===== src/hdl/magnetometer_iron_calibration_defines.svh =====
// ----------------------------------------------------------------------------
// Magnetometer iron calibration assertion macros
// Shared concurrent assertion helpers for the calibration block.
// ----------------------------------------------------------------------------
`ifndef MAGNETOMETER_IRON_CALIBRATION_DEFINES_SVH
`define MAGNETOMETER_IRON_CALIBRATION_DEFINES_SVH

// Generic clocked assertion with asynchronous active-low reset.
`define MIC_ASSERT_CLK(lbl, clk, rst_n, prop, msg) \
  lbl: assert property (@(posedge clk) disable iff (!rst_n) prop) else $error(msg);

// Assertion on the block clock and reset.
`define MIC_ASSERT(lbl, prop, msg) `MIC_ASSERT_CLK(lbl, clk_i, rst_ni, prop, msg)

`endif


===== src/hdl/mic_pkg.sv =====
// ----------------------------------------------------------------------------
// Magnetometer iron calibration package
// Widths, register codes and shared types.
// ----------------------------------------------------------------------------
package mic_pkg;

  localparam int SAMPLE_W  = 24;
  localparam int OUT_W     = 16;
  localparam int BIAS_W    = 32;
  localparam int COEF_W    = 20;
  localparam int ROW_W     = 3 * COEF_W;
  localparam int DIFF_W    = 37;
  localparam int PROD_W    = COEF_W + DIFF_W;
  localparam int SUM_W     = PROD_W + 2;
  localparam int MAG_W     = 30;
  localparam int NORM_MSB  = MAG_W - 1;
  localparam int POS_W     = 6;
  localparam int SQ_W      = 2 * MAG_W;
  localparam int SSUM_W    = SQ_W + 2;
  localparam int ROOT_W    = SSUM_W / 2;
  localparam int REM_W     = ROOT_W + 2;
  localparam int QUO_W     = 15;
  localparam int DIV_W     = MAG_W + QUO_W;
  localparam int QDEPTH    = 4;
  localparam int QPTR_W    = 2;
  localparam int CFG_AW    = 6;
  localparam int CFG_DW    = 64;

  localparam logic [QUO_W-1:0] OUT_ONE = 15'd16384;

  typedef enum logic [2:0] {
    REG_SOFT_ROW0 = 3'd0,
    REG_SOFT_ROW1 = 3'd1,
    REG_SOFT_ROW2 = 3'd2,
    REG_BIAS_X    = 3'd3,
    REG_BIAS_Y    = 3'd4,
    REG_BIAS_Z    = 3'd5
  } reg_idx_e;

  typedef struct packed {
    logic [2:0][2:0][COEF_W-1:0] coef;
    logic [2:0][BIAS_W-1:0]      bias;
  } mic_cfg_t;

  // Normalized magnitudes handed from the front to the back.
  typedef struct packed {
    logic [2:0][MAG_W-1:0] mag;
    logic [2:0]            neg;
    logic                  zero;
  } mic_vec_t;

endpackage


===== src/hdl/mic_queue.sv =====
// ----------------------------------------------------------------------------
// Calibration decoupling queue
// Short FIFO between the front end and the normalization back end.
// ----------------------------------------------------------------------------
module mic_queue (
  input  logic              clk_i,
  input  logic              rst_ni,
  input  logic              push_valid_i,
  output logic              push_ready_o,
  input  mic_pkg::mic_vec_t push_data_i,
  output logic              pop_valid_o,
  input  logic              pop_ready_i,
  output mic_pkg::mic_vec_t pop_data_o
);
  import mic_pkg::*;

  mic_vec_t            mem_q [QDEPTH];
  logic [QPTR_W-1:0]   wr_q;
  logic [QPTR_W-1:0]   rd_q;
  logic [QPTR_W:0]     cnt_q;
  logic                push;
  logic                pop;

  assign push_ready_o = (cnt_q != (QPTR_W+1)'(QDEPTH));
  assign pop_valid_o  = (cnt_q != '0);
  assign push         = push_valid_i && push_ready_o;
  assign pop          = pop_valid_o && pop_ready_i;
  assign pop_data_o   = mem_q[rd_q];

  always_ff @(posedge clk_i or negedge rst_ni) begin
    if (!rst_ni) begin
      wr_q  <= '0;
      rd_q  <= '0;
      cnt_q <= '0;
    end else begin
      if (push) wr_q <= wr_q + 1'b1;
      if (pop) rd_q <= rd_q + 1'b1;
      if (push && !pop) begin
        cnt_q <= cnt_q + 1'b1;
      end else if (pop && !push) begin
        cnt_q <= cnt_q - 1'b1;
      end
    end
  end

  always_ff @(posedge clk_i) begin
    if (push) mem_q[wr_q] <= push_data_i;
  end

endmodule


===== config.mk =====
export PLATFORM = sky130hd
export DESIGN_NAME = mic_queue
export DESIGN_NICKNAME = d
export VERILOG_FILES = /design/src/hdl/magnetometer_iron_calibration_defines.svh /design/src/hdl/mic_pkg.sv /design/src/hdl/mic_queue.sv
export SDC_FILE = /design/constraint.sdc
export NUM_CORES = 1
export LEC_CHECK = 0
export BUFFER_PORTS_ARGS = -buffer_cell sky130_fd_sc_hd__buf_4
export CAP_MARGIN = 0
export CORE_MARGIN = 2
export CORE_UTILIZATION = 55
export CTS_BUF_LIST = sky130_fd_sc_hd__clkbuf_8
export DETAILED_ROUTE_END_ITERATION = 7
export PLACE_DENSITY = 0.77
export SLEW_MARGIN = 20
export SYNTH_ARGS = -nofsm -noshare
export SYNTH_HDL_FRONTEND = slang
export SYNTH_SLANG_ARGS = --single-unit

===== constraint.sdc =====
create_clock -name clk_i -period 7.4 [get_ports clk_i]
set_clock_uncertainty 0.1 [all_clocks]
set_input_delay 0 -clock clk_i [delete_from_list [all_inputs] [get_ports clk_i]]
set_output_delay 0 -clock clk_i [all_outputs]
set_load 0.05 [all_outputs]

==> results of run 1 <==
==> how the worst min path moves through the flow <==
stage | from | end | slack, ps | cells after the start
3_5_place_dp | rst_ni | cnt_q[2]$_DFFE_PN0P_ | -280 | 1
3_3_place_gp | rst_ni | cnt_q[1]$_DFFE_PN0P_ | -290 | 1
6_report | push_data_i[75] | mem_q[3][75]$_DFFE_PP_ | 60 | 2
5_1_grt | push_data_i[75] | mem_q[3][75]$_DFFE_PP_ | 50 | 2
2_1_floorplan | rst_ni | cnt_q[0]$_DFFE_PN0P_ | -400 | 0
4_1_cts | push_data_i[78] | mem_q[2][78]$_DFFE_PP_ | 20 | 2
==> sequential cells by signal, indices dropped and copies added, names as in the netlist <==
signal,cells
mem_q,376
cnt_q,3
rd_q,2
wr_q,2
==> metal layers <==
| metal | vias up | share of wire (%) |
|---|---|---|
| met5 | - | 0 |
| met4 | 0 | 2.3 |
| met3 | 49 | 7.6 |
| met2 | 260 | 50 |
| met1 | 3406 | 40 |
| li1 | 2949 | - |
==> cell usage after synthesis <==
cell type	instances	area, um2
fa_1	1	20.0
mux4_2	94	2120
nand2_1	2	7.51
nand3_1	1	5.00
mux2_2	2	22.5
ha_1	5	62.6
dfrtp_1	7	175
buf_6	1	11.3
buf_4	5	37.5
buf_12	4	80.1
xor2_1	2	17.5
inv_1	3	11.3
a21boi_2	1	11.3
xnor2_1	4	35.0
or3_1	1	6.26
buf_8	1	15.0
edfxtp_1	376	11300
clkbuf_1	3	11.3
nor2_1	2	7.51
and2_1	4	25.0
buf_2	8	40.0
==> worst reg2reg max path, stage by stage (launching register included) <==
cell      delay [ps]
dfrtp_1          440
nor2_1           100
a21boi_2         350
and2_4           720
buf_4            740
==> report_power, final <==
group          total [mW]  switching (mW)  internal [mW]
clock                1.56           0.733          0.829
sequential           3.11           0.240           2.87
combinational        3.12            2.02           1.10
total                7.79            3.00           4.80
==> stage by stage <==
stage               instances  utilization, %  instance area (um2)  setup slack, ps
detailed placement       1034            62.7                15700             4290
global placement         1034            62.7                15700             4310
CTS                      1232            70.8                17800             3670
floorplan                 527               -                14000             3880
global route             1233            70.8                17800             3490
finish                   1235            70.8                17800             3810
==> layout make-up <==
class                           instances  area [um2]  share of cell area, %
Clock buffer                           65         895                   5.03
Sequential cell                       383       11500                   64.5
Inverter                                3        11.3                 0.0633
Tap cell                              330         413                   2.32
Antenna cell                            3        7.51                 0.0422
Clock inverter                         35         166                  0.936
Timing Repair Buffer                  297        2470                   13.9
Multi-Input combinational cell        119        2350                   13.2
==> logic make-up after synthesis <==
logic type / synth area share [%]
simple gates: 0.366
flops: 81.8
compound gates: 0.0804
buf+inv: 1.47
xor+xnor: 0.375
mux: 15.3
fa+ha+maj: 0.589
==> qor.yml, run 1 <==
die:
  top_level_port_count: 194
  floorplan.initialDensity_pct: 55.8
  fp.dieArea_um2: 26800
  die_height_um: 164
  fp.coreArea_um2: 25100
  die_width_um: 164
  rows: 58
timing:
  max_slew_margin_pct: 33.7
  timing.setup.tns_ps: 0
  maxClockFrequency_mhz: 279
  timing.final.crit_share_pct: 48.5
  rsz0062_at_grt: "false"
  layout_min_cycle_time_ps: 3590
  whs_ps: 64.0
  setup_viol: 0
  finalMaxSlewViolations: 0
  hold_viol_final: 0
  max_slew.worst_pin.slew_ps: 995
route:
  via_count: 6664
  detail_route.first_pass.iterations: 4
  detail_route.iter0.violations: 484
  avgRoutedWirePerCell_um: 21.7
  drt-total-wl_um: 26800
  drt-vias-per-instance: 5.40
  drt.antenna.violating_nets: 0
  remaining_drc_errors: 0
worst_setup_path:
  crit_type: "reg -> out"
  worstSetupPathDepth: 3
  cell_class_contributing_the_biggest_share_of_worst_path_delay: "buffers and inverters"
  worst_setup_path_startpoint: "rd_q[0]$_DFFE_PN0P_"
  reg2reg_slack_ps: 4550
  critPathCaptureType: "output pin"
  timing.rr.end: "mem_q[3][24]$_DFFE_PP_"
  r2r_start: "cnt_q[0]$_DFFE_PN0P_"
  worst_setup_path_endpoint: "pop_data_o[11]"
  critical_path.cell_chain: "buf_4 > mux4_2 > buf_4"
  worst_ep_arrival_time_ps: 3490
  worstPathMaxFanout: 49
  rr_worst_depth: 4
  count_of_buffering_cells_on_the_critical_path_with_inverters_included: 2
  crit_path_top_delay_cell: "dfrtp_4"
  crit_path_frequent_cell: "buf_4"
  worst-endpoint-required_ps: 7300
  cp_max_stage_delay_ps: 1040
  worstSetupStartpointType: "register"
cts:
  cell_at_the_root_of_the_clock_tree: "clkbuf_8"
  cts_hold_buf: 98
  postCtsResizedCells: 0
  clk_pin_slew_ps: 60
  clock_sinks: 383
  cts_made_buffers: 57
  post_cts_buffers: 0
  clock_tree.buffer_depth: 3
  clk-insertion-delay-late_ps: 560
  htree_levels: 2
  cts_tree: "done"
cells_and_area:
  area_growth_syn_to_layout_pct: 27.0
  final_cell_mix: "edfxtp_1, buf_4, dlygate4sd3_1, mux4_2, clkbuf_8"
  final_layout_size_suffix_gt1_share_pct: 41.4
  mostFrequentLayoutCell: "edfxtp_1"
  filler_cell_count: 1531
  final_nets: 965
power:
  vdd_ir_drop_max_mv: 0.362
  powerDensity_nw_per_um2: 438
  p_leak_nw: 6.20
  report.power.total_mw: 7.79
global_routing:
  grt.met2_usage_pct: 33.5
  grt_pass1_wl_um: 40700
  overflow: 0
  grt_start_max_net_pins: 54
  grt_pass1_vias: 7378
  grt_most_used_layer: "met2"
  global_route.usage.total_pct: 20.4
  global_routing_usage_on_met3_pct: 5.92
  antenna_found_initial: 1
  global_route.usage.met1_pct: 26.6
logic_synthesis:
  cell_count_after_synthesis: 527
  distinct_cell_type_count_after_synthesis: 21
  syn-cell-area_um2: 14000
  syn_area_per_cell_um2: 26.6
  yosysSeqAreaShare_pct: 81.8
  synth_warnings: 0
  ys_seq_elements: 383
  synth.net_count: 631
place:
  gp_congestion: 0.740
  place.port_buffers: 193
  sum_of_net_half_perimeters_after_detailed_placement_um: 15300
run_status:
  status: "finished clean"
hold_path:
  hp-class: "in -> reg"
run:
  maxCapViolCount: 0
Power figures use the tool's default switching activity.
==> inputs of run 2 (changes only) <==
==> constraint.sdc (replaced) <==
create_clock -name clk_i -period 3.7 [get_ports clk_i]
set_clock_uncertainty 0.1 [all_clocks]
set_input_delay 0 -clock clk_i [delete_from_list [all_inputs] [get_ports clk_i]]
set_output_delay 0 -clock clk_i [all_outputs]
set_load 0.05 [all_outputs]
==> run 2 against run 1 <==
Sequential share of layout area is 0.13 points lower. Total power up 100%. Combinational power increased by 100%. Critical endpoint is now pop_data_o[60].
==> qor.yml, run 2 (synthesized netlist as in run 1, its figures left out) <==
run_status:
  status: "finished clean"  # unchanged
place:
  sum_of_net_half_perimeters_after_detailed_placement_um: 16000  # was 15300 um
  place.port_buffers: 193  # unchanged
  gp_congestion: 0.736  # was 0.740
  dp.cells: 1037  # was 1034
timing:
  setup_viol: 0  # unchanged
  timing.final.crit_share_pct: 74.0
  max_slew_margin_pct: 38.1  # was 33.7%
  max_slew.worst_pin.slew_ps: 928  # was 995 ps
  timing.setup.tns_ps: 0  # unchanged
  rsz0062_at_grt: "false"  # unchanged
  finalMaxSlewViolations: 0  # unchanged
  hold_viol_final: 0  # unchanged
  layout_min_cycle_time_ps: 2740
  maxClockFrequency_mhz: 365
cts:
  post_cts_buffers: 0  # unchanged
  cts_made_buffers: 56  # was 57
  clock_sinks: 383  # unchanged
  cell_at_the_root_of_the_clock_tree: "clkbuf_8"  # unchanged
  clk_pin_slew_ps: 70  # was 60 ps
  htree_levels: 2  # unchanged
  clock_tree.buffer_depth: 3  # unchanged
  cts_tree: "done"  # unchanged
  clk-insertion-delay-late_ps: 570  # was 560 ps
die:
  top_level_port_count: 194  # unchanged
  die_height_um: 164  # unchanged
  die_width_um: 164  # unchanged
  floorplan.initialDensity_pct: 55.8  # unchanged
  fp.coreArea_um2: 25100  # unchanged
  fp.dieArea_um2: 26800  # unchanged
  rows: 58  # unchanged
worst_setup_path:
  cp_max_stage_delay_ps: 820  # was 1040 ps
  crit_type: "reg -> out"  # unchanged
  worstPathMaxFanout: 41  # was 49
  worst-endpoint-required_ps: 3600  # was 7300 ps
  crit_path_top_delay_cell: "dfrtp_4"  # unchanged
  critical_path.cell_chain: "buf_12 > mux4_2 > buf_4"  # was buf_4 > mux4_2 > buf_4
  worstSetupStartpointType: "register"  # unchanged
  worst_ep_arrival_time_ps: 2640  # was 3490 ps
  critPathCaptureType: "output pin"  # unchanged
route:
  avgRoutedWirePerCell_um: 21.6  # was 21.7 um
  drt-total-wl_um: 26700  # was 26800 um
  drt-vias-per-instance: 5.45  # was 5.40
  remaining_drc_errors: 0  # unchanged
  detail_route.first_pass.iterations: 4  # unchanged
  via_count: 6740  # was 6664
  detail_route.iter0.violations: 563  # was 484
  drt.antenna.violating_nets: 0  # unchanged
global_routing:
  overflow: 0  # unchanged
  grt_pass1_wl_um: 40700  # about the same
  antenna_found_initial: 1  # unchanged
  grt_pass1_vias: 7226  # was 7378
  grt_start_max_net_pins: 60  # was 54
  global_route.usage.total_pct: 20.3  # was 20.4%
power:
  power_frac_clock_pct: 19.2  # was 20.0%
  vdd_ir_drop_max_mv: 0.731  # was 0.362 mV
  report.power.total_mw: 15.6  # was 7.79 mW
  switching_portion_of_total_power_pct: 38.7  # was 38.4%
  p_leak_nw: 6.24  # was 6.20 nW
  power.share.sequential_pct: 39.7  # was 39.9%
  powerDensity_nw_per_um2: 873  # was 438 nW/um2
  combPwrFrac_pct: 41.1  # was 40.0%
  internal_power_mw: 9.53  # was 4.80 mW
  netSwitchingPower_mw: 6.02  # was 3.00 mW
cells_and_area:
  largestRegisters: "mem_q x376, cnt_q x3"  # unchanged
  mostFrequentLayoutCell: "edfxtp_1"  # unchanged
  largest-register: "mem_q"  # unchanged
  fin_cells: 1237  # was 1235
  final_cell_mix: "edfxtp_1, buf_4, dlygate4sd3_1, mux4_2, clkbuf_8"  # unchanged
  final_nets: 967  # was 965
  area_growth_syn_to_layout_pct: 27.2  # was 27.0%
  final_layout_size_suffix_gt1_share_pct: 41.5  # was 41.4%
  largest_reg_flops: 376  # unchanged
run:
  maxCapViolCount: 0  # unchanged
hold_path:
  hp-class: "in -> reg"  # unchanged
## run 2: cell count changes in the layout (fill, tap and decap cells not counted)
cell        change
buf_4           -3
clkinvlp_4      -1
clkbuf_8        -7
clkinv_1        -5
buf_12          +6
diode_2         -2
inv_6           +1
clkinv_2        +7
inv_1           +6
## run 2: final timing paths
check | startpoint | to | slack [ps] | cells after the start
max | rd_q[0]$_DFFE_PN0P_ | pop_data_o[60] | 960 | 3
min | push_data_i[77] | mem_q[3][77]$_DFFE_PP_ | 70 | 2
max reg2reg | cnt_q[0]$_DFFE_PN0P_ | mem_q[3][24]$_DFFE_PP_ | 1280 | 4
min reg2reg | cnt_q[2]$_DFFE_PN0P_ | cnt_q[2]$_DFFE_PN0P_ | 450 | 1
max in group asynchronous | rst_ni | rd_q[1]$_DFFE_PN0P_ | 2920 | 3
min in group asynchronous | rst_ni | cnt_q[0]$_DFFE_PN0P_ | 290 | 3
## run 2: metal layers
metal	vias up	routed length [um]	global-route usage [%]
met1	3470	10900	28.7
met2	283	13400	32.6
met3	32	2040	5.03
li1	2955	-	-
met5	-	0	0
met4	0	385	5.22
## run 2: final cells by class
type | instances | area, um2
Multi-Input combinational cell | 119 | 2350
Clock buffer | 58 | 798
Timing Repair Buffer | 300 | 2570
Inverter | 3 | 11.3
Tap cell | 330 | 413
Antenna cell | 1 | 2.50
Fill cell | 1492 | 7280
Sequential cell | 383 | 11500
Clock inverter | 43 | 206
## run 2: repair_timing
item / 4_1_cts / 5_1_grt
resized for setup: 0 / 0
hold buffers: 98 / 0
setup endpoints to repair: 0 / 0
hold endpoints to repair: 390 / 0
## run 2: critical path, delay by kind of cell, from the launching register on
kind / cells / cell delay [ps]
buffers and inverters: 2 / 590
flip-flops: 1 / 820
multiplexers: 1 / 590
## run 2: power by group through the flow
stage,registers [mW],logic (mW),clock network [mW]
after floorplan,6.02,4.85,0
after global placement,6.21,6.29,0
after detailed placement,6.29,6.35,0
after CTS,6.20,6.45,3.05
after global routing,6.27,6.66,3.24
final,6.18,6.39,2.98
## run 2: per-stage QoR
| step | setup slack [ps] | instance area (um2) | util (%) | hold slack [ps] |
|---|---|---|---|---|
| after floorplan | 182 | 14000 | - | -396 |
| after global placement | 1420 | 15800 | 63.1 | -284 |
| after detailed placement | 1330 | 15800 | 63.1 | -280 |
| after CTS | 853 | 17800 | 71.0 | 43.4 |
| after global routing | 763 | 17800 | 71.0 | 54.3 |
| final | 962 | 17800 | 71.0 | 72.0 |
==> inputs of run 3 (changes only) <==
--- a/config.mk
+++ b/config.mk
@@ -8,7 +8,7 @@
 export BUFFER_PORTS_ARGS = -buffer_cell sky130_fd_sc_hd__buf_4
 export CAP_MARGIN = 0
 export CORE_MARGIN = 2
-export CORE_UTILIZATION = 55
+export CORE_UTILIZATION = 53
 export CTS_BUF_LIST = sky130_fd_sc_hd__clkbuf_8
 export DETAILED_ROUTE_END_ITERATION = 7
 export PLACE_DENSITY = 0.77
==> constraint.sdc (replaced) <==
create_clock -name clk_i -period 2.45 [get_ports clk_i]
set_clock_uncertainty 0.1 [all_clocks]
set_input_delay 0 -clock clk_i [delete_from_list [all_inputs] [get_ports clk_i]]
set_output_delay 0 -clock clk_i [all_outputs]
set_load 0.05 [all_outputs]
==> run 3 against run 2 <==
Cell count grew 1.5%. Hold slack improved by 2.4 ps. Die area grew 3.7%. Sequential share of layout area is 0.95 points lower. Sequential cell count unchanged. Sequential power grew 47%. Setup slack got worse by 830 ps. Critical endpoint is now pop_data_o[37]. Highest routed layer unchanged.
==> qor.yml, run 3 (synthesized netlist as in run 1, its figures left out) <==
cells_and_area:
  largestRegisters: "mem_q x376, cnt_q x3"  # unchanged
  post_route_design_area_um2: 18100  # was 17800 um2
  largest-register: "mem_q"  # unchanged
  final_nets: 975  # was 967
  area_growth_syn_to_layout_pct: 29.1  # was 27.2%
  filler_cell_count: 1515  # was 1492
  final_cell_mix: "edfxtp_1, buf_4, dlygate4sd3_1, mux4_2, clkbuf_8"  # unchanged
  final_layout_size_suffix_gt1_share_pct: 42.4  # was 41.5%
  mostFrequentLayoutCell: "edfxtp_1"  # unchanged
  largest_reg_flops: 376  # unchanged
  n_antenna_cell: 0  # was 1
route:
  via_count: 6817  # was 6740
  remaining_drc_errors: 0  # unchanged
  detail_route.iter0.violations: 519  # was 563
  detail_route.first_pass.iterations: 5  # was 4
  drt-total-wl_um: 27400  # was 26700 um
  drt-vias-per-instance: 5.43  # was 5.45
  drt.antenna.violating_nets: 0  # unchanged
  avgRoutedWirePerCell_um: 21.9  # was 21.6 um
timing:
  max_slew.worst_pin.slew_ps: 506  # was 928 ps
  hold_viol_final: 0  # unchanged
  rsz0062_at_grt: "false"  # unchanged
  whs_ps: 74.4  # was 72.0 ps
  finalMaxSlewViolations: 0  # unchanged
  layout_min_cycle_time_ps: 2320
  timing.setup.tns_ps: 0  # unchanged
  setup_viol: 0  # unchanged
  maxClockFrequency_mhz: 432
  max_slew_margin_pct: 66.3  # was 38.1%
  timing.final.crit_share_pct: 94.5
cts:
  htree_levels: 2  # unchanged
  clk_pin_slew_ps: 60  # was 70 ps
  cts_tree: "done"  # unchanged
  cell_at_the_root_of_the_clock_tree: "clkbuf_8"  # unchanged
  cts_made_buffers: 58  # was 56
  clock_sinks: 383  # unchanged
  clk-insertion-delay-late_ps: 580  # was 570 ps
  clock_tree.buffer_depth: 3  # unchanged
  postCtsResizedCells: 0  # unchanged
hold_path:
  hp-class: "in -> reg"  # unchanged
global_routing:
  grt_start_max_net_pins: 62  # was 60
  antenna_found_initial: 0  # was 1
  global_route.usage.total_pct: 20.0  # was 20.3%
  overflow: 0  # unchanged
  grt_pass1_wl_um: 42400  # was 40700 um
  grt_pass1_vias: 7480  # was 7226
die:
  rows: 59  # was 58
  die_width_um: 167  # was 164 um
  die_height_um: 167  # was 164 um
  fp.coreArea_um2: 26000  # was 25100 um2
  top_level_port_count: 194  # unchanged
  floorplan.initialDensity_pct: 53.9  # was 55.8%
  fp.dieArea_um2: 27800  # was 26800 um2
worst_setup_path:
  crit_type: "reg -> out"  # unchanged
  worstSetupStartpointType: "register"  # unchanged
  crit_path_frequent_cell: "buf_4"
  crit_path_top_delay_cell: "mux4_2"  # was dfrtp_4
  critical_path.cell_chain: "buf_4 > mux4_2 > buf_4"  # was buf_12 > mux4_2 > buf_4
  critPathCaptureType: "output pin"  # unchanged
  worst-endpoint-required_ps: 2350  # was 3600 ps
  worst_ep_arrival_time_ps: 2220  # was 2640 ps
  worstPathMaxFanout: 15  # was 41
  cell_class_contributing_the_biggest_share_of_worst_path_delay: "multiplexers"  # was flip-flops
  count_of_buffering_cells_on_the_critical_path_with_inverters_included: 2  # unchanged
  cp_max_stage_delay_ps: 580  # was 820 ps
power:
  switching_portion_of_total_power_pct: 38.1  # was 38.7%
  vdd_ir_drop_max_mv: 1.28  # was 0.731 mV
  netSwitchingPower_mw: 9.19  # was 6.02 mW
  power.share.sequential_pct: 37.8  # was 39.7%
  powerDensity_nw_per_um2: 1330  # was 873 nW/um2
  internal_power_mw: 14.9  # was 9.53 mW
  p_leak_nw: 6.35  # was 6.24 nW
  combPwrFrac_pct: 41.8  # was 41.1%
  power_frac_clock_pct: 20.4  # was 19.2%
place:
  sum_of_net_half_perimeters_after_detailed_placement_um: 15500  # was 16000 um
  gp_congestion: 0.737  # was 0.736
  placed_cell_area_um2: 16000  # was 15800 um2
  place.port_buffers: 193  # unchanged
run_status:
  status: "finished clean"  # unchanged
run:
  maxCapViolCount: 0  # unchanged
## run 3: final cells by class
type                            count  area (um2)  area share [%]
Sequential cell                   383       11500            63.4
Inverter                            3        11.3          0.0622
Timing Repair Buffer              306        2710            15.0
Multi-Input combinational cell    119        2350            13.0
Tap cell                          335         419            2.32
Clock buffer                       65         895            4.95
Clock inverter                     44         233            1.29
## run 3: power by group through the flow
stage / logic, mW / clock network, mW / registers (mW)
floorplan: 7.33 / 0 / 9.02
global placement: 9.79 / 0 / 9.19
detailed placement: 9.88 / 0 / 9.31
CTS: 10.1 / 5.05 / 9.13
global route: 10.5 / 5.33 / 9.22
finish: 10.1 / 4.93 / 9.11
## run 3: path summary, 6_finish.rpt
path / from / to / slack, ps / depth (start not counted)
worst max-delay path: rd_q[0]$_DFFE_PN0P_ / pop_data_o[37] / 130 / 3
worst min-delay path: push_data_i[76] / mem_q[3][76]$_DFFE_PP_ / 70 / 2
worst max register to register: cnt_q[1]$_DFFE_PN0P_ / cnt_q[2]$_DFFE_PN0P_ / 250 / 8
worst min register to register: cnt_q[2]$_DFFE_PN0P_ / cnt_q[2]$_DFFE_PN0P_ / 440 / 1
max in group asynchronous: rst_ni / rd_q[1]$_DFFE_PN0P_ / 1660 / 3
min in group asynchronous: rst_ni / wr_q[0]$_DFFE_PN0P_ / 310 / 3
## run 3: layer usage
metal  GRT usage [%]  routed length (um)
met5               0                   0
met1            26.6               11000
met2            34.0               14000
met4            6.15                 566
met3            4.16                1790
## run 3: per-stage QoR
stage / worst slack [ps] / total power, mW / std cells / utilization [%]
6_report: 134 / 24.1 / 1255 / 69.6
5_1_grt: 23.2 / 25.1 / 1255 / 69.6
4_1_cts: 31.2 / 24.3 / 1255 / 69.6
3_5_place_dp: 276 / 19.2 / 1047 / 61.4
3_3_place_gp: 312 / 19.0 / 1047 / 61.4
2_1_floorplan: -35.1 / 16.3 / 527 / -
## run 3: what timing repair did
action / CTS / global route
setup endpoints to repair: 36 / 0
hold buffers: 98 / 0
setup buffers: 1 / 0
endpoints found under the hold margin: 390 / 0
